<file path="config.mk">
export PLATFORM = sky130hd
export DESIGN_NAME = json_string_unescape
export DESIGN_NICKNAME = d
export VERILOG_FILES = /design/src/jsu_pkg.sv /design/src/jsu_front.sv /design/src/jsu_queue.sv /design/src/jsu_back.sv /design/src/json_string_unescape.sv
export SDC_FILE = /design/constraint.sdc
export NUM_CORES = 1
export LEC_CHECK = 0
export BUFFER_PORTS_ARGS = -buffer_cell sky130_fd_sc_hd__clkbuf_2
export CAP_MARGIN = 20
export CORE_MARGIN = 1
export CORE_UTILIZATION = 60
export DETAILED_ROUTE_END_ITERATION = 6
export HOLD_SLACK_MARGIN = 0.05
export MAX_ROUTING_LAYER = met4
export PLACE_DENSITY = 0.78
export SLEW_MARGIN = 20
export SYNTH_ARGS = -nofsm -noshare
export SYNTH_HDL_FRONTEND = slang
export SYNTH_SLANG_ARGS = --single-unit
</file>
<file path="constraint.sdc">
create_clock -name clock -period 6.88 [get_ports clock]
set_clock_uncertainty 0.1 [all_clocks]
set_input_delay 0.344 -clock clock [delete_from_list [all_inputs] [get_ports clock]]
set_output_delay 0.344 -clock clock [all_outputs]
set_load 0.1 [all_outputs]
</file>
<file path="src/jsu_pkg.sv">
// Shared types, constants and helpers for the JSON string unescaper.
// Used by the front end, the unit queue and the back end.
package jsu_pkg;

   localparam int QUEUE_DEPTH = 4;
   localparam int QUEUE_AW    = $clog2(QUEUE_DEPTH);
   localparam int QUEUE_CW    = $clog2(QUEUE_DEPTH + 1);

   localparam logic [15:0] LIMIT_RESET = 16'd16380;

   localparam logic [1:0] MODE_NORMAL = 2'd0;
   localparam logic [1:0] MODE_ESCAPE = 2'd1;
   localparam logic [1:0] MODE_HEX    = 2'd2;
   localparam logic [1:0] MODE_DONE   = 2'd3;

   localparam logic [7:0] CHAR_NUL       = 8'h00;
   localparam logic [7:0] CHAR_QUOTE     = 8'h22;
   localparam logic [7:0] CHAR_BACKSLASH = 8'h5C;
   localparam logic [7:0] CHAR_N         = 8'h6E;
   localparam logic [7:0] CHAR_T         = 8'h74;
   localparam logic [7:0] CHAR_R         = 8'h72;
   localparam logic [7:0] CHAR_U         = 8'h75;
   localparam logic [7:0] CHAR_LF        = 8'h0A;
   localparam logic [7:0] CHAR_TAB       = 8'h09;

   // One decoded unit: up to three output bytes plus end status.
   typedef struct packed {
      logic [7:0] byte0;
      logic [7:0] byte1;
      logic [7:0] byte2;
      logic [1:0] cnt;
      logic       ends;
      logic       trunc;
   } unit_type;

   typedef struct packed {
      logic full;
      logic empty;
   } queue_status_type;

   function automatic logic [3:0] hex_nibble(input logic [7:0] c);
      logic [3:0] n;
      n = 4'd0;
      if (c >= 8'h30 && c <= 8'h39) begin
         n = 4'(c - 8'h30);
      end else if (c >= 8'h61 && c <= 8'h66) begin
         n = 4'(c - 8'h57);
      end else if (c >= 8'h41 && c <= 8'h46) begin
         n = 4'(c - 8'h37);
      end
      return n;
   endfunction

endpackage

</file>
<file path="src/jsu_front.sv">
// Front end: takes raw bytes, runs the escape/hex state machine and the
// output byte budget, and emits one decoded unit per productive byte.
// Depends on jsu_pkg.
module jsu_front (
   input  logic                      clock,
   input  logic                      reset,
   input  logic                      accept,
   input  logic [7:0]                in_byte,
   input  logic                      first,
   input  logic                      cfg_we,
   input  logic [15:0]               cfg_limit,
   output logic                      push,
   output jsu_pkg::unit_type         unit
);

   logic [1:0]  mode_ff, mode_in;
   logic [1:0]  hex_ff, hex_in;
   logic [15:0] code_ff, code_in;
   logic [15:0] bo_ff, bo_in;
   logic [15:0] limit_ff, limit_in;

   logic [1:0]  mode_eff;
   logic [1:0]  hex_eff;
   logic [15:0] code_eff;
   logic [15:0] bo_eff;
   logic [15:0] code_shift;
   logic [15:0] cp;
   logic        emit_code;
   logic        emit_one;
   logic [7:0]  one_byte;
   logic        ends;
   logic        trunc;
   logic [16:0] sum;
   logic [15:0] bo_new;

   always_comb begin
      mode_eff   = first ? jsu_pkg::MODE_NORMAL : mode_ff;
      hex_eff    = first ? 2'd0 : hex_ff;
      code_eff   = first ? 16'd0 : code_ff;
      bo_eff     = first ? 16'd0 : bo_ff;
      code_shift = {code_eff[11:0], jsu_pkg::hex_nibble(in_byte)};

      mode_in   = mode_eff;
      hex_in    = hex_eff;
      code_in   = code_eff;
      emit_code = 1'b0;
      emit_one  = 1'b0;
      one_byte  = in_byte;
      cp        = code_shift;
      ends      = 1'b0;
      trunc     = 1'b0;

      unique case (mode_eff)
         jsu_pkg::MODE_NORMAL: begin
            if (bo_eff >= limit_ff) begin
               ends  = 1'b1;
               trunc = 1'b1;
            end else if (in_byte == jsu_pkg::CHAR_NUL || in_byte == jsu_pkg::CHAR_QUOTE) begin
               ends = 1'b1;
            end else if (in_byte == jsu_pkg::CHAR_BACKSLASH) begin
               mode_in = jsu_pkg::MODE_ESCAPE;
            end else begin
               emit_one = 1'b1;
            end
         end
         jsu_pkg::MODE_ESCAPE: begin
            mode_in = jsu_pkg::MODE_NORMAL;
            priority if (in_byte == jsu_pkg::CHAR_NUL) begin
               ends = 1'b1;
            end else if (in_byte == jsu_pkg::CHAR_N) begin
               emit_one = 1'b1;
               one_byte = jsu_pkg::CHAR_LF;
            end else if (in_byte == jsu_pkg::CHAR_T) begin
               emit_one = 1'b1;
               one_byte = jsu_pkg::CHAR_TAB;
            end else if (in_byte == jsu_pkg::CHAR_R) begin
               mode_in = jsu_pkg::MODE_NORMAL;
            end else if (in_byte == jsu_pkg::CHAR_U) begin
               mode_in = jsu_pkg::MODE_HEX;
               hex_in  = 2'd0;
               code_in = 16'd0;
            end else begin
               emit_one = 1'b1;
            end
         end
         jsu_pkg::MODE_HEX: begin
            if (in_byte == jsu_pkg::CHAR_NUL) begin
               emit_code = 1'b1;
               cp        = code_eff;
               ends      = 1'b1;
            end else begin
               code_in = code_shift;
               hex_in  = hex_eff + 2'd1;
               if (hex_eff == 2'd3) begin
                  emit_code = 1'b1;
                  mode_in   = jsu_pkg::MODE_NORMAL;
                  hex_in    = 2'd0;
               end
            end
         end
         default: begin
            mode_in = jsu_pkg::MODE_DONE;
         end
      endcase

      unit.byte0 = one_byte;
      unit.byte1 = 8'd0;
      unit.byte2 = 8'd0;
      unit.cnt   = emit_one ? 2'd1 : 2'd0;
      if (emit_code) begin
         if (cp < 16'h0080) begin
            unit.byte0 = cp[7:0];
            unit.cnt   = 2'd1;
         end else if (cp < 16'h0800) begin
            unit.byte0 = 8'hC0 | {3'd0, cp[10:6]};
            unit.byte1 = 8'h80 | {2'd0, cp[5:0]};
            unit.cnt   = 2'd2;
         end else begin
            unit.byte0 = 8'hE0 | {4'd0, cp[15:12]};
            unit.byte1 = 8'h80 | {2'd0, cp[11:6]};
            unit.byte2 = 8'h80 | {2'd0, cp[5:0]};
            unit.cnt   = 2'd3;
         end
      end

      sum    = {1'b0, bo_eff} + {15'd0, unit.cnt};
      bo_new = sum[16] ? 16'hFFFF : sum[15:0];
      bo_in  = bo_new;

      if (!ends && unit.cnt != 2'd0 && bo_new >= limit_ff) begin
         ends  = 1'b1;
         trunc = 1'b1;
      end
      if (ends) begin
         mode_in = jsu_pkg::MODE_DONE;
      end
      unit.ends  = ends;
      unit.trunc = trunc;

      push     = accept && mode_eff != jsu_pkg::MODE_DONE && (unit.cnt != 2'd0 || ends);
      limit_in = cfg_we ? cfg_limit : limit_ff;
   end

   always_ff @(posedge clock) begin
      if (reset) begin
         mode_ff  <= jsu_pkg::MODE_NORMAL;
         hex_ff   <= 2'd0;
         code_ff  <= 16'd0;
         bo_ff    <= 16'd0;
         limit_ff <= jsu_pkg::LIMIT_RESET;
      end else begin
         limit_ff <= limit_in;
         if (accept) begin
            mode_ff <= mode_in;
            hex_ff  <= hex_in;
            code_ff <= code_in;
            bo_ff   <= bo_in;
         end
      end
   end

endmodule

</file>
<file path="src/jsu_queue.sv">
// Short FIFO of decoded units between the front end and the back end.
// Depends on jsu_pkg.
module jsu_queue (
   input  logic                        clock,
   input  logic                        reset,
   input  logic                        push,
   input  jsu_pkg::unit_type           push_unit,
   input  logic                        pop,
   output jsu_pkg::unit_type           head,
   output jsu_pkg::queue_status_type   status
);

   jsu_pkg::unit_type mem [jsu_pkg::QUEUE_DEPTH];

   logic [jsu_pkg::QUEUE_AW-1:0] wr_ff, wr_in;
   logic [jsu_pkg::QUEUE_AW-1:0] rd_ff, rd_in;
   logic [jsu_pkg::QUEUE_CW-1:0] cnt_ff, cnt_in;
   logic                         do_push;
   logic                         do_pop;

   always_comb begin
      status.full  = cnt_ff == jsu_pkg::QUEUE_CW'(jsu_pkg::QUEUE_DEPTH);
      status.empty = cnt_ff == '0;
      do_push      = push && !status.full;
      do_pop       = pop && !status.empty;
      wr_in        = do_push ? wr_ff + 1'b1 : wr_ff;
      rd_in        = do_pop ? rd_ff + 1'b1 : rd_ff;
      cnt_in       = cnt_ff;
      if (do_push && !do_pop) begin
         cnt_in = cnt_ff + 1'b1;
      end else if (do_pop && !do_push) begin
         cnt_in = cnt_ff - 1'b1;
      end
      head = mem[rd_ff];
   end

   always_ff @(posedge clock) begin
      if (do_push) begin
         mem[wr_ff] <= push_unit;
      end
   end

   always_ff @(posedge clock) begin
      if (reset) begin
         wr_ff  <= '0;
         rd_ff  <= '0;
         cnt_ff <= '0;
      end else begin
         wr_ff  <= wr_in;
         rd_ff  <= rd_in;
         cnt_ff <= cnt_in;
      end
   end

endmodule

</file>
<file path="src/jsu_back.sv">
// Back end: walks the bytes of the head unit, one result word per cycle while
// rsp_stall does not hold the output, into a registered output stage.
// Depends on jsu_pkg.
module jsu_back (
   input  logic                        clock,
   input  logic                        reset,
   input  jsu_pkg::unit_type           head,
   input  jsu_pkg::queue_status_type   status,
   output logic                        pop,
   input  logic                        rsp_stall,
   output logic                        rsp_valid,
   output logic [7:0]                  rsp_out_byte,
   output logic                        rsp_byte_valid,
   output logic                        rsp_done_res,
   output logic                        rsp_truncated,
   output logic                        rsp_last
);

   logic [1:0] idx_ff, idx_in;
   logic       valid_ff, valid_in;
   logic [7:0] byte_ff, byte_in;
   logic       bv_ff, bv_in;
   logic       done_ff, done_in;
   logic       trunc_ff, trunc_in;
   logic       last_ff, last_in;
   logic       load;
   logic       is_last;

   always_comb begin
      load    = !valid_ff || !rsp_stall;
      is_last = head.cnt == 2'd0 || idx_ff == head.cnt - 2'd1;
      pop     = load && !status.empty && is_last;

      idx_in   = idx_ff;
      valid_in = valid_ff;
      byte_in  = byte_ff;
      bv_in    = bv_ff;
      done_in  = done_ff;
      trunc_in = trunc_ff;
      last_in  = last_ff;

      if (load) begin
         valid_in = !status.empty;
         if (!status.empty) begin
            unique case (idx_ff)
               2'd0:    byte_in = head.cnt == 2'd0 ? 8'd0 : head.byte0;
               2'd1:    byte_in = head.byte1;
               default: byte_in = head.byte2;
            endcase
            bv_in    = head.cnt != 2'd0;
            last_in  = is_last;
            done_in  = is_last && head.ends;
            trunc_in = is_last && head.trunc;
            idx_in   = is_last ? 2'd0 : idx_ff + 2'd1;
         end
      end
   end

   always_ff @(posedge clock) begin
      if (reset) begin
         idx_ff   <= 2'd0;
         valid_ff <= 1'b0;
      end else begin
         idx_ff   <= idx_in;
         valid_ff <= valid_in;
      end
   end

   always_ff @(posedge clock) begin
      byte_ff  <= byte_in;
      bv_ff    <= bv_in;
      done_ff  <= done_in;
      trunc_ff <= trunc_in;
      last_ff  <= last_in;
   end

   assign rsp_valid      = valid_ff;
   assign rsp_out_byte   = byte_ff;
   assign rsp_byte_valid = bv_ff;
   assign rsp_done_res   = done_ff;
   assign rsp_truncated  = trunc_ff;
   assign rsp_last       = last_ff;

endmodule

</file>
<file path="src/json_string_unescape.sv">
// JSON string unescaper top level: front end, unit queue and back end.
// Depends on jsu_pkg, jsu_front, jsu_queue and jsu_back.
//
// Feed the bytes after the opening quote, with req_first set on the first
// one. One raw byte is accepted every cycle while the four-entry unit queue
// has room; each byte yields zero or one unit of up to three output bytes.
// Results leave the back end at one word per cycle while rsp_stall is low, so
// a \u escape that encodes to three UTF-8 bytes holds the back end while its
// three bytes leave; it took six input bytes to build, so the queue absorbs it
// and input runs at one byte per cycle unless rsp_stall backs the queue up.
// A result word is registered first in the unit queue and then in the back
// end's output stage. The limit register is taken on any csr_valid cycle
// (csr_ready is always high) and should change only while the block is idle.
module json_string_unescape (
   input  logic        clock,
   input  logic        reset,
   input  logic        req_valid,
   output logic        req_stall,
   input  logic [7:0]  req_in_byte,
   input  logic        req_first,
   output logic        rsp_valid,
   input  logic        rsp_stall,
   output logic [7:0]  rsp_out_byte,
   output logic        rsp_byte_valid,
   output logic        rsp_done_res,
   output logic        rsp_truncated,
   output logic        rsp_last,
   input  logic        csr_valid,
   output logic        csr_ready,
   input  logic [15:0] csr_out_limit
);

   jsu_pkg::unit_type         front_unit;
   jsu_pkg::unit_type         head;
   jsu_pkg::queue_status_type status;
   logic                      push;
   logic                      pop;
   logic                      accept;

   assign csr_ready = 1'b1;
   assign req_stall = status.full;
   assign accept    = req_valid && !status.full;

   jsu_front u_front (
      .clock     (clock),
      .reset     (reset),
      .accept    (accept),
      .in_byte   (req_in_byte),
      .first     (req_first),
      .cfg_we    (csr_valid && csr_ready),
      .cfg_limit (csr_out_limit),
      .push      (push),
      .unit      (front_unit)
   );

   jsu_queue u_queue (
      .clock     (clock),
      .reset     (reset),
      .push      (push),
      .push_unit (front_unit),
      .pop       (pop),
      .head      (head),
      .status    (status)
   );

   jsu_back u_back (
      .clock          (clock),
      .reset          (reset),
      .head           (head),
      .status         (status),
      .pop            (pop),
      .rsp_stall      (rsp_stall),
      .rsp_valid      (rsp_valid),
      .rsp_out_byte   (rsp_out_byte),
      .rsp_byte_valid (rsp_byte_valid),
      .rsp_done_res   (rsp_done_res),
      .rsp_truncated  (rsp_truncated),
      .rsp_last       (rsp_last)
   );

endmodule

</file>
-- After elaboration in Yosys (flattened, before gate mapping)
Memory sizes are Yosys's and may differ from the RTL's. A register that Yosys moved wholly into a read port is not among the register bits.
Index checks and enable logic that the tools add are counted.
- memories: 1
- word-level logic and storage cells: 165
- bits in registers: 74
- input bits: 30
- memory bits (writable): 112
- output and inout port bits: 15
- $lt $le $gt $ge: 10
- equal/unequal tests: 13
- add/subtract/negate cells: 11
- multiplexer cells: 77
- reduce and logical (&&, ||, !) cells: 37
- bitwise operators: 1
- memories (name ; words ; width ; read ports ; clocked after Yosys merged registers in ; wr ports ; line ; text):
    u_queue.mem ; 4 ; 28 ; 1 ; 1 ; 1 ; jsu_queue.sv:13 ; jsu_pkg::unit_type mem [jsu_pkg::QUEUE_DEPTH];
- operator list (kind ; number):
    $mux 16 ; 11
    $mux 8 ; 7
    $mux 2 ; 24
    $eq 8x7->1 const B ; 5
    $ge 16x16->1 ; 2
    $pmux 16 s2 ; 1
    $mux 26 ; 1
    $mux 1 ; 22
    $add 16x2->17 ; 1
    $ge 8x7->1 const B ; 2
    $le 8x7->1 const B ; 2
    $logic_and 1x1->1 ; 16
    $lt 16x12->1 const B ; 1
    $lt 16x8->1 const B ; 1
    $pmux 8 s2 ; 1
    $mux 14 ; 1
    $mux 4 ; 3
    $add 2x1->2 const B ; 4
    $eq 8x6->1 const B ; 1
    $ge 8x6->1 const B ; 1
    $le 8x6->1 const B ; 1
    $logic_not 8->1 ; 1
    $sub 4x3->4 const B ; 2
    $logic_not 1->1 ; 7
    other kinds (20) ; 31

-- Depth between registers and ports, before layout
Gate-level depths: netlist (run 1).
- word-level depth: 23
- mapped depth: 29
- depth with buffers taken out: 24

-- By module
From an unflattened synthesis (run 1), not the netlist that was laid out.
- cells, all modules: 811
- area, all modules: 9690.5 um^2
- by module, submodules not included (module ; times used ; area an instance (um^2) ; sequential area each (um^2) ; cells each):
    jsu_queue ; 1 ; 4530.6 ; 3543.4 ; 194
    jsu_front ; 1 ; 4398.0 ; 1041.0 ; 555
    jsu_back ; 1 ; 737.0 ; 420.4 ; 59
    json_string_unescape ; 1 ; 25.0 ; 0.0 ; 3

-- Worst setup path after synthesis (run 1)
Ideal clock, no wire load.
- kind: input to register
- start: input port req_first
- end: memory u_queue.mem[0][0] (netlist name) (data pin)
- data required time: 6.495 ns
- path slack: 0.538 ns
- arrival time: 5.956 ns
- path buffers: 5
- stages: 29
- library setup time: 0.285 ns
- cell sequence: clkbuf_1 clkbuf_1 clkbuf_1 nand2b_1 ha_1 nand2b_1 a21o_1 a211oi_1 o211ai_1 o41a_2 nor2_1 ha_1 inv_1 fa_1 nand3b_1 nor4_1 and3_1 clkbuf_1 nand3_1 clkbuf_1 nand2_1 ha_1 o21a_1 o21ai_0 a21oi_1 o2111ai_1 o21ai_0 nand2b_1 o21ai_0
- RTL lines (element ; line ; text):
    start, declared ; json_string_unescape.sv:20 ; input logic req_first,
    end, declared ; jsu_queue.sv:13 ;

==> results of run 1 <==
[registers in the layout (all words and copies together) (netlist names), named ones only]
name / flops
u_back.rsp_out_byte: 8
u_queue.mem: 100
u_back.rsp_byte_valid: 1
u_front.code_ff: 16
u_back.rsp_last: 1
u_front.mode_ff: 2
u_back.idx_ff: 2
u_front.limit_ff: 16
u_front.bo_ff: 16
u_back.rsp_done_res: 1
u_queue.wr_ff: 2
u_queue.cnt_ff: 3
u_queue.rd_ff: 2
u_back.rsp_truncated: 1
u_front.hex_ff: 2
u_back.rsp_valid: 1
[cell families after synthesis]
group / count (synthesis) / synth area share [%]
buffers and inverters: 81 / 3.48
AO/OA/AOI/OAI: 170 / 12.6
adder cells (fa/ha/maj): 55 / 7.79
XOR/XNOR: 14 / 1.36
flip-flops: 176 / 51.5
AND/OR/NAND/NOR: 267 / 14.3
multiplexers: 48 / 8.89
other: 1 / 0.0416
[metrics by stage]
step	power (mW)	hold WS [ps]	instance area, µm²
6_report	3.35	54.8	10200
5_1_grt	3.48	72.7	10200
4_1_cts	3.37	55.4	10200
3_5_place_dp	2.41	334	9460
3_3_place_gp	2.37	330	9450
2_1_floorplan	2.18	315	9020
[worst min path at each step]
stage	to	from	depth (start not counted)
after floorplan	u_front.hex_ff[0]	u_front.hex_ff[0]	1
after global placement	u_front.hex_ff[0]	u_front.hex_ff[0]	1
after detailed placement	u_front.hex_ff[0]	u_front.hex_ff[0]	1
after CTS	u_front.limit_ff[11]	csr_out_limit[11]	3
after global routing	u_front.limit_ff[15]	csr_out_limit[15]	3
final	u_front.limit_ff[11]	csr_out_limit[11]	3
[worst max-delay path, stage by stage, from the launching register on]
cell and delay (ps):
dfxtp_1 460, nor2b_1 170, ha_1 280, a21oi_1 190
a311oi_1 120, nor3_1 250, o211ai_1 220, o41a_2 570
nor2_1 180, ha_1 200, inv_1 60, fa_1 400
nand3b_1 250, nor4_1 310, buf_4 170, and3_1 250
and3_1 280, nor2_1 100, ha_1 270, nand2b_1 90
a211oi_1 60, o21ai_0 330, a41oi_1 170, o21ai_0 250
nand2b_1 150, o21ai_1 280
[power groups by stage]
stage	combinational [mW]	clock (mW)	sequential, mW
3_3_place_gp	1.01	0	1.36
6_report	1.05	0.953	1.35
3_5_place_dp	1.04	0	1.37
2_1_floorplan	0.542	0	1.64
5_1_grt	1.12	1.00	1.36
4_1_cts	1.05	0.963	1.35
[layer usage]
layer  vias to the layer above  global-route usage (%)  share of wire (%)  wire (µm)
li1                       3119                       -                  -          -
met1                      3193                    38.5                 44       9180
met2                       235                    43.8                 48       9840
met3                        35                    4.38                6.3       1310
met4                         0                    9.07                1.7        350
met5                         -                       -                  0          0
[area by class of cell]
type | instances | area, µm² | area share (%)
timing repair buffer | 76 | 498 | 4.89
clock inverter | 12 | 125 | 1.23
multi-input combinational | 555 | 4070 | 40.0
tap | 184 | 230 | 2.26
sequential | 176 | 4640 | 45.6
inverter | 42 | 158 | 1.55
clock buffer | 20 | 458 | 4.50
[what timing repair did]
action	4_1_cts	5_1_grt
gates resized for setup	0	1
endpoints found under the setup margin	0	4
endpoints found under the hold margin	14	0
hold buffers	14	0
[cell usage in the layout (no fill, tap or decap), drive strengths merged, types with 4 or more instances in the layout]
cell	n
a211o	4
a211oi	12
a21o	9
a21oi	33
a22oi	22
a31oi	12
and2	8
and3	10
buf	19
clkbuf	63
clkinv	5
dfxtp	64
dlygate4sd3	14
edfxtp	112
ha	53
inv	47
mux2	4
mux2i	19
mux4	25
nand2	72
nand2b	14
nand3	13
nand3b	4
nand4	7
nor2	75
nor2b	25
nor3	23
nor4	4
o211ai	16
o21ai	38
xnor2	7
xor2	7
==> impl_results.md, run 1 <==
* Outcome: finished, final reports clean
* Primary FF master, synth: edfxtp_1
* Largest net degree at the start of global routing at 46
* Clk slew on worst S/H paths at 70 ps
* Grt total ovfl at 0
* H-tree depth at 4
* First-pass GRT wire length at 33.2 mm
* Net switching power at 1.21 mW
* Placed insts at 1019
* FMAX at 0.156 GHz
* Total of max-cap violations at 0
* P_leak at between 4 and 5 nW
* Worst skew pair latency at 440 ps
* Die Ht at roughly 120 µm
* Startpoint types: flip-flop
* Core area at 0.0146 mm²
* Sequential element share of the synthesized area at 51.5%
* DRT Pass-1 Iters at 7
* Wire per inst at between 15 and 20 µm
* R2R Path Start: u_front.bo_ff[7]
* Area grow syn2layout at 12.9%
* Number of enable flip-flop cells after synthesis at 112
* HP Class: in2reg
* Critical path origin: u_front.bo_ff[7]
* Most frequent cell after synthesis: edfxtp_1
* Root buf cell: clkbuf_16
* Leading area contributor after synthesis: edfxtp_1
* TNS Setup at 0 ps
* Post-Syn Instances at 812
* Initial DRC count at ~760
* Filler cells at 1065
* Finished Layout Cells at 1065
* Worst-margin pin slew at 1050 ps
* R2R Setup Slk at 480 ps
* Total track usage at 28.3%
* N_diodes at 0
* Layout cells sized above 1 at 14.9%
* Period utilization at a little over 90%
* Total CTS buffers at 17
* Initial antenna violation count at 0
* Critical path peak fanout at 6
* Count of cell types in the netlist at 63
* Clock power share at roughly 28%
* Die Width at 125 µm
* Synthesized area at between 0.009 and 0.01 mm²
* Internal power at approximately 2.1 mW
* Vias at 6582
* Pre-CTS WS at 223 ps
* Crit path DAT at 6540 ps
* Logic gate share of total power at 31.3%
* Boundary Pins at 45
* Area share of the largest cell type after synthesis at 37.3%
* VDD IR max at 335 µV
* Setup crit end: u_queue.mem[2][0]
* Clk sink count at 176
* Vias/cell at 6.18
* Final min period at 6400 ps
* RSZ-0062 raised after global routing: false
* Post-route ant nets at 0
* Final Max Slew Viols at 0
* R2R Path End: u_queue.mem[2][0]
* Rows at 44
* Net count after synthesis at 897
* NumNets Final at 953
* Postcts setup bufs at 0
* Initial Util at 61.8%
* Synthesized area per cell at 11.1 µm²
* Worst Setup End Kind: flip-flop
* Port bufs at 43
* Pwr dens at 329 mW/mm²
* Final Hold Viols at 0
* Worst rel slew slack at 30.0%
* Sw Share at 36.0%
* Post-route setup slack at about 480 ps
* Post-Route WL at 20.7 mm
* Async set-reset flop share out of synthesis at 0%
* Post-layout util at 69.8%
* Commonest cells in the netlist: edfxtp_1, nor2_1, nand2_1, dfxtp_1, ha_1
* Synth warnings at 0
* Sequential Power Share at about 40%
* Register bit total from synthesis at 176
* Most area-consuming cells after synthesis: edfxtp_1, dfxtp_1, ha_1, mux4_2, nor2_1
* CTS tree: built
* Final Setup Violations at 0
* Data required time at the worst endpoint at ~7000 ps
* Vias in the first global route at 6306
* Routability congestion estimate at 0.938
* DRC errors left at 0
* Crit Path Category: reg2reg
* Bufs on Longest Clock Path at 2
* DPL Wire Length at 14.3 mm
* FF-to-FF path depth at 25
* Die ar. at 0.0155 mm²
(Power assumes the default switching activity.)
==> run 2: changes to the inputs <==
- CELL_PAD_IN_SITES_DETAIL_PLACEMENT: default -> 1
- CELL_PAD_IN_SITES_GLOBAL_PLACEMENT: default -> 2
- CORE_UTILIZATION: 60 -> 42
- PLACE_DENSITY: 0.78 -> default
- PLACE_DENSITY_LB_ADDON: default -> 0.1
- TNS_END_PERCENT: default -> 10
==> run 2 against run 1 <==
  * Clock-buffer cell count shrank 3
  * Via count shrank 2.1%
  * Power grew 1.6%
  * Clock power grew 4.7%
  * Combinational power is essentially flat
  * Hold slack gained 7.6 ps
  * Global-route usage shrank 5.5 points
==> impl_results.md, run 2 (synthesized netlist as in run 1, its figures left out) <==
* Grt total ovfl at 0 (unchanged)
* Area grow syn2layout at 15.2% (was 12.9%)
* Postcts setup bufs at 0 (unchanged)
* Worst Setup End Kind: flip-flop (unchanged)
* Vias in the first global route at 6828 (was 6306)
* Largest net degree at the start of global routing at 46 (unchanged)
* RSZ-0062 raised after global routing: false (unchanged)
* Number of flip-flops in the largest register at 100 (unchanged)
* Vias/cell at 5.55 (was 6.18)
* Most frequent cells in the layout: edfxtp_1, nor2_1, nand2_1 (unchanged)
* Die ar. at 0.0221 mm² (was 0.0155 mm²)
* TNS Setup at 0 ps (unchanged)
* Post-layout util at 49.4% (was 69.8%)
* Worst skew pair latency at 440 ps (about the same)
* HP Class: in2reg (unchanged)
* Post-route ant nets at 0 (unchanged)
* Buf/Inv on CP at 1 (was 2)
* Period utilization at 92.2% (was 93.1%)
* Initial antenna violation count at 0 (unchanged)
* Most common cell on crit path: ha_1 (unchanged)
* Clk sink count at 176 (unchanged)
* Post-Route WL at 23.0 mm (was 20.7 mm)
* Crit-path leading delay family: simple AND/OR/NAND/NOR gates (was compound AO/OA/AOI/OAI gates)
* Hold Crit Start: csr_out_limit[1] (was csr_out_limit[11])
* Worst rel slew slack at 32.4% (was 30.0%)
* VDD IR max at 170 µV (was 335 µV)
* Pwr dens at 328 mW/mm² (was 329 mW/mm²)
* CP max-delay cell: o41a_2 (unchanged)
* Core area at 0.0210 mm² (was 0.0146 mm²)
* H-tree depth at 4 (unchanged)
* DPL Wire Length at 16.5 mm (was 14.3 mm)
* Vias at 6446 (was 6582)
* Initial Util at 42.9% (was 61.8%)
* Initial DRC count at 346 (was 761)
* DRT Pass-1 Iters at 5 (was 7)
* Total track usage at 22.8% (was 28.3%)
* Critical path origin: u_front.bo_ff[5] (was u_front.bo_ff[7])
* Critical path peak fanout at 5 (was 6)
* FMAX at 0.158 GHz (was 0.156 GHz)
* Layout cells sized above 1 at 15.7% (was 14.9%)
* Root buf cell: clkbuf_16 (unchanged)
* R2R Path Start: u_front.bo_ff[5] (was u_front.bo_ff[7])
* Die Ht at 149 µm (was 125 µm)
* Area of the multi-input gates at 0.00408 mm² (was 0.00407 mm²)
* N_diodes at 0 (unchanged)
* Port bufs at 43 (unchanged)
* Outcome: finished, final reports clean (unchanged)
* Final Hold Viols at 0 (unchanged)
* Clk slew on worst S/H paths at 70 ps (about the same)
* Crit Path Category: reg2reg (unchanged)
* Data required time at the worst endpoint at 6930 ps (was 7010 ps)
* Wire per inst at 19.8 µm (was 19.4 µm)
* Total of max-cap violations at 0 (unchanged)
* Bufs on Longest Clock Path at 2 (unchanged)
* Routability congestion estimate at 0.841 (was 0.938)
* Rows at 53 (was 44)
* Final Setup Violations at 0 (unchanged)
* Biggest register: u_queue.mem (unchanged)
* Reg area at 0.00464 mm² (unchanged)
* Total CTS buffers at 17 (unchanged)
* P_leak at 4.16 nW (was 4.10 nW)
* Startpoint types: flip-flop (unchanged)
* CTS tree: built (unchanged)
* Boundary Pins at 45 (unchanged)
* Worst path max stage delay at 560 ps (was 570 ps)
* Worst-margin pin slew at 988 ps (was 1050 ps)
* Final min period at 6340 ps (was 6400 ps)
* Crit path DAT at 6390 ps (was 6540 ps)
* Final Max Slew Viols at 0 (unchanged)
* Filler cells at 2266 (was 1065)
* First-pass GRT wire length at 37.2 mm (was 33.2 mm)
* Commonest non-fill, non-tap cell in the layout: edfxtp_1 (unchanged)
* Crit path cell chain: nor2b_1 -> ha_1 -> nand4_1 -> a311oi_1 -> nor3_1 -> o211ai_1 -> o41a_2 -> nor2_1 -> ha_1 -> inv_1 -> fa_1 -> nand3b_1 -> nor4_4 -> and3_2 -> and3_2 -> nor2_1 -> ha_1 -> nand2b_1 -> a211oi_1 -> o21ai_1 -> a41oi_1 -> o21ai_1 -> nand2b_1 -> nand2_1
* DRC errors left at 0 (unchanged)
* NumNets Final at 958 (was 953)
* Die Width at 149 µm (was 125 µm)
[run 2: path summary, 6_finish.rpt]
path	to	slack (ps)	cells after the start
worst max-delay path	u_queue.mem[0][1]	540	24
worst min-delay path	u_front.limit_ff[1]	60	3
worst max register to register	u_queue.mem[0][1]	540	24
worst min register to register	u_front.hex_ff[0]	350	1
[run 2: final cells by class]
cell class	count	share of cell area (%)
multi-input combinational	555	39.3
timing repair buffer	81	5.18
sequential	176	44.7
tap	275	3.31
inverter	42	1.52
clock buffer	17	4.09
clock inverter	15	1.91
[run 2: repair_timing]
| item | in CTS | in global routing |
|---|---|---|
| setup endpoints to repair | 4 | 10 |
| endpoints found under the hold margin | 15 | 0 |
| hold buffers | 15 | 0 |
| gates resized for setup | 1 | 6 |
[run 2: tightest hold or removal path: stages]
cell and delay, ps:
clkbuf_2 80, mux2i_1 60, nor2_1 80
[run 2: metrics by stage]
step / cell area, µm² / power (mW) / hold slack, ps / instances / worst slack [ps]
2_1_floorplan: 9020 / 2.18 / 315 / 812 / 538
3_3_place_gp: 9600 / 2.40 / 326 / 1114 / -231
3_5_place_dp: 9600 / 2.44 / 342 / 1114 / -443
4_1_cts: 10400 / 3.45 / 50.9 / 1161 / 143
5_1_grt: 10400 / 3.58 / 65.2 / 1161 / 32.9
6_report: 10400 / 3.41 / 62.4 / 1161 / 537
[run 2: routing by layer]
metal | up-vias | share of wire [%] | routed length, µm | global-route usage, %
met5 | - | 0 | 0 | -
met1 | 3214 | 48 | 10900 | 30.2
met4 | 0 | 0.90 | 206 | 6.39
met2 | 99 | 49 | 11200 | 36.5
met3 | 14 | 2.7 | 621 | 3.40
li1 | 3119 | - | - | -
[run 2: report_power, final]
part | internal (mW) | leakage [nW] | switching (mW)
sequential | 1.29 | 1.58 | 0.0565
clock | 0.503 | 0.301 | 0.495
combinational | 0.321 | 2.28 | 0.738
total | 2.12 | 4.16 | 1.29
==> run 3: changes to the inputs <==
- CORE_UTILIZATION: 42 -> 40
==> run 3 against run 2 <==
  * Power hardly changed
  * Critical endpoint is now u_queue.mem[1][1]
  * Worst setup slack worse by 51 ps
  * The flow now finishes with violations (design-rule violations)
  * Critical path depth is 1 higher
  * Highest routed layer unchanged
  * Register-to-register slack worse by 50 ps
==> impl_results.md, run 3 (synthesized netlist as in run 1, its figures left out) <==
* DRT Pass-1 Iters at 7 (was 5)
* DPL Wire Length at 16.8 mm (was 16.5 mm)
* Worst rel slew slack at 38.5% (was 32.4%)
* Worst path max stage delay at 560 ps (about the same)
* Final min period at 6390 ps (was 6340 ps)
* Final Max Slew Viols at 0 (unchanged)
* P_leak at 4.13 nW (was 4.16 nW)
* Vias in the first global route at 6984 (was 6828)
* Pwr dens at 328 mW/mm² (about the same)
* Boundary Pins at 45 (unchanged)
* Initial antenna violation count at 0 (unchanged)
* VDD IR max at 207 µV (was 170 µV)
* Routability congestion estimate at 0.846 (was 0.841)
* DRC errors left at 3 (was 0)
* Final Hold Viols at 0 (unchanged)
* CTS tree: built (unchanged)
* Bufs on Longest Clock Path at 2 (unchanged)
* Final Setup Violations at 0 (unchanged)
* NumNets Final at 958 (unchanged)
* Grt total ovfl at 0 (unchanged)
* RSZ-0062 raised after global routing: false (unchanged)
* Post-layout util at 47.2% (was 49.4%)
* Postcts setup bufs at 0 (unchanged)
* H-tree depth at 4 (unchanged)
* Crit Path Category: reg2reg (unchanged)
* Sequential Power Share at 39.6% (about the same)
* Total CTS buffers at 17 (unchanged)
* Vias/cell at 5.57 (was 5.55)
* Rows at 54 (was 53)
* Logic gate share of total power at 31.0% (was 31.1%)
* Most frequent cells in the layout: edfxtp_1, nor2_1, nand2_1 (unchanged)
* Worst-margin pin slew at 900 ps (was 988 ps)
* R2R Path Start: u_front.bo_ff[13] (was u_front.bo_ff[5])
* Buf/Inv on CP at 2 (was 1)
* Internal power at 2.14 mW (was 2.12 mW)
* Layout cells sized above 1 at 15.6% (was 15.7%)
* Sw Share at 37.2% (was 37.9%)
* HP Class: in2reg (unchanged)
* Period utilization at 92.9% (was 92.2%)
* Port bufs at 43 (unchanged)
* Critical path origin: u_front.bo_ff[13] (was u_front.bo_ff[5])
* Biggest register: u_queue.mem (unchanged)
* Crit path DAT at 6440 ps (was 6390 ps)
* Die ar. at 0.0232 mm² (was 0.0221 mm²)
* FMAX at 0.156 GHz (was 0.158 GHz)
* Post-Route WL at 23.4 mm (was 23.0 mm)
* Worst Setup End Kind: flip-flop (unchanged)
* Placed insts at 1119 (was 1114)
* Initial Util at 41.1% (was 42.9%)
* Total of max-cap violations at 0 (unchanged)
* Hold Crit Start: csr_out_limit[1] (unchanged)
* Root buf cell: clkbuf_16 (unchanged)
* Data required time at the worst endpoint at 6920 ps (was 6930 ps)
* Clk sink count at 176 (unchanged)
* Finished Layout Cells at 1166 (was 1161)
* Filler cells at 2340 (was 2266)
* Post-route ant nets at 0 (unchanged)
* Total track usage at 21.9% (was 22.8%)
* Core area at 0.0220 mm² (was 0.0210 mm²)
* Outcome: complete, but fails checks (was finished, final reports clean)
* Net switching power at 1.27 mW (was 1.29 mW)
* Largest net degree at the start of global routing at 46 (unchanged)
* Number of flip-flops in the largest register at 100 (unchanged)
* Worst skew pair latency at 440 ps (about the same)
* N_diodes at 0 (unchanged)
* Clock power share at 29.4% (was 29.3%)
* Die Width at 152 µm (was 149 µm)
* First-pass GRT wire length at 38.0 mm (was 37.2 mm)
* Area grow syn2layout at 14.9% (was 15.2%)
* Vias at 6499 (was 6446)
* Failing checks: design-rule violations
* CP max-delay cell: o41a_2 (unchanged)
* Crit-path leading delay family: simple AND/OR/NAND/NOR gates (unchanged)
* Commonest non-fill, non-tap cell in the layout: edfxtp_1 (unchanged)
* Startpoint types: flip-flop (unchanged)
* Die Ht at 152 µm (was 149 µm)
* Clk slew on worst S/H paths at 80 ps (was 70 ps)
* Wire per inst at 20.0 µm (was 19.8 µm)
* Initial DRC count at 401 (was 346)
* TNS Setup at 0 ps (unchanged)
* Critical path peak fanout at 5 (unchanged)
[run 3: worst reg2reg max path, delay by kind of cell, from the launching register on]
| kind | cells | cell delay [ps] |
|---|---|---|
| simple gates | 12 | 2420 |
| flops | 1 | 400 |
| compound gates | 7 | 1840 |
| buf+inv | 2 | 200 |
| fa+ha+maj | 4 | 1170 |
[run 3: stage by stage]
step | cell area [µm²] | hold slack [ps] | power (mW) | setup slack (ps)
floorplan | 9020 | 315 | 2.18 | 538
global placement | 9600 | 331 | 2.40 | 103
detailed placement | 9600 | 347 | 2.44 | -145
CTS | 10400 | 58.3 | 3.45 | 156
global route | 10400 | 65.9 | 3.58 | 64.3
finish | 10400 | 69.6 | 3.40 | 486
[run 3: final timing paths]
kind / to / slack (ps) / cells after the start
worst min-delay path: u_front.limit_ff[1] / 70 / 3
worst max register to register: u_queue.mem[1][1] / 490 / 25
worst max-delay path: u_queue.mem[1][1] / 490 / 25
worst min register to register: u_front.hex_ff[0] / 350 / 1
[run 3: power by group through the flow]
stage	Combinational, mW	Sequential, mW	Clock [mW]
final	1.06	1.35	1.00
after global routing	1.14	1.36	1.07
after CTS	1.07	1.35	1.03
after detailed placement	1.06	1.37	0
after global placement	1.04	1.36	0
after floorplan	0.542	1.64	0
[run 3: layout make-up]
cell class | count | area (µm²) | area share, %
Clock buffer | 17 | 425 | 4.10
Multi-Input combinational cell | 555 | 4070 | 39.3
Sequential cell | 176 | 4640 | 44.8
Timing Repair Buffer | 81 | 538 | 5.19
Inverter | 42 | 158 | 1.52
Tap cell | 280 | 350 | 3.38
Clock inverter | 15 | 183 | 1.76
[run 3: repair_timing]
action / 4_1_cts / 5_1_grt
gates resized for setup: 0 / 4
setup endpoints to repair: 0 / 8
hold buffers: 15 / 0
endpoints found under the hold margin: 15 / 0
[run 3: layer usage]
metal  wire (µm)  up-vias  GRT usage (%)  part of all wire, %
li1            -     3118              -                    -
met3         648       12           3.44                  2.8
met2       11100       92           34.6                   47
met1       11500     3277           29.5                   49
met4         186        0           5.25                 0.80
met5           0        -              -                    0
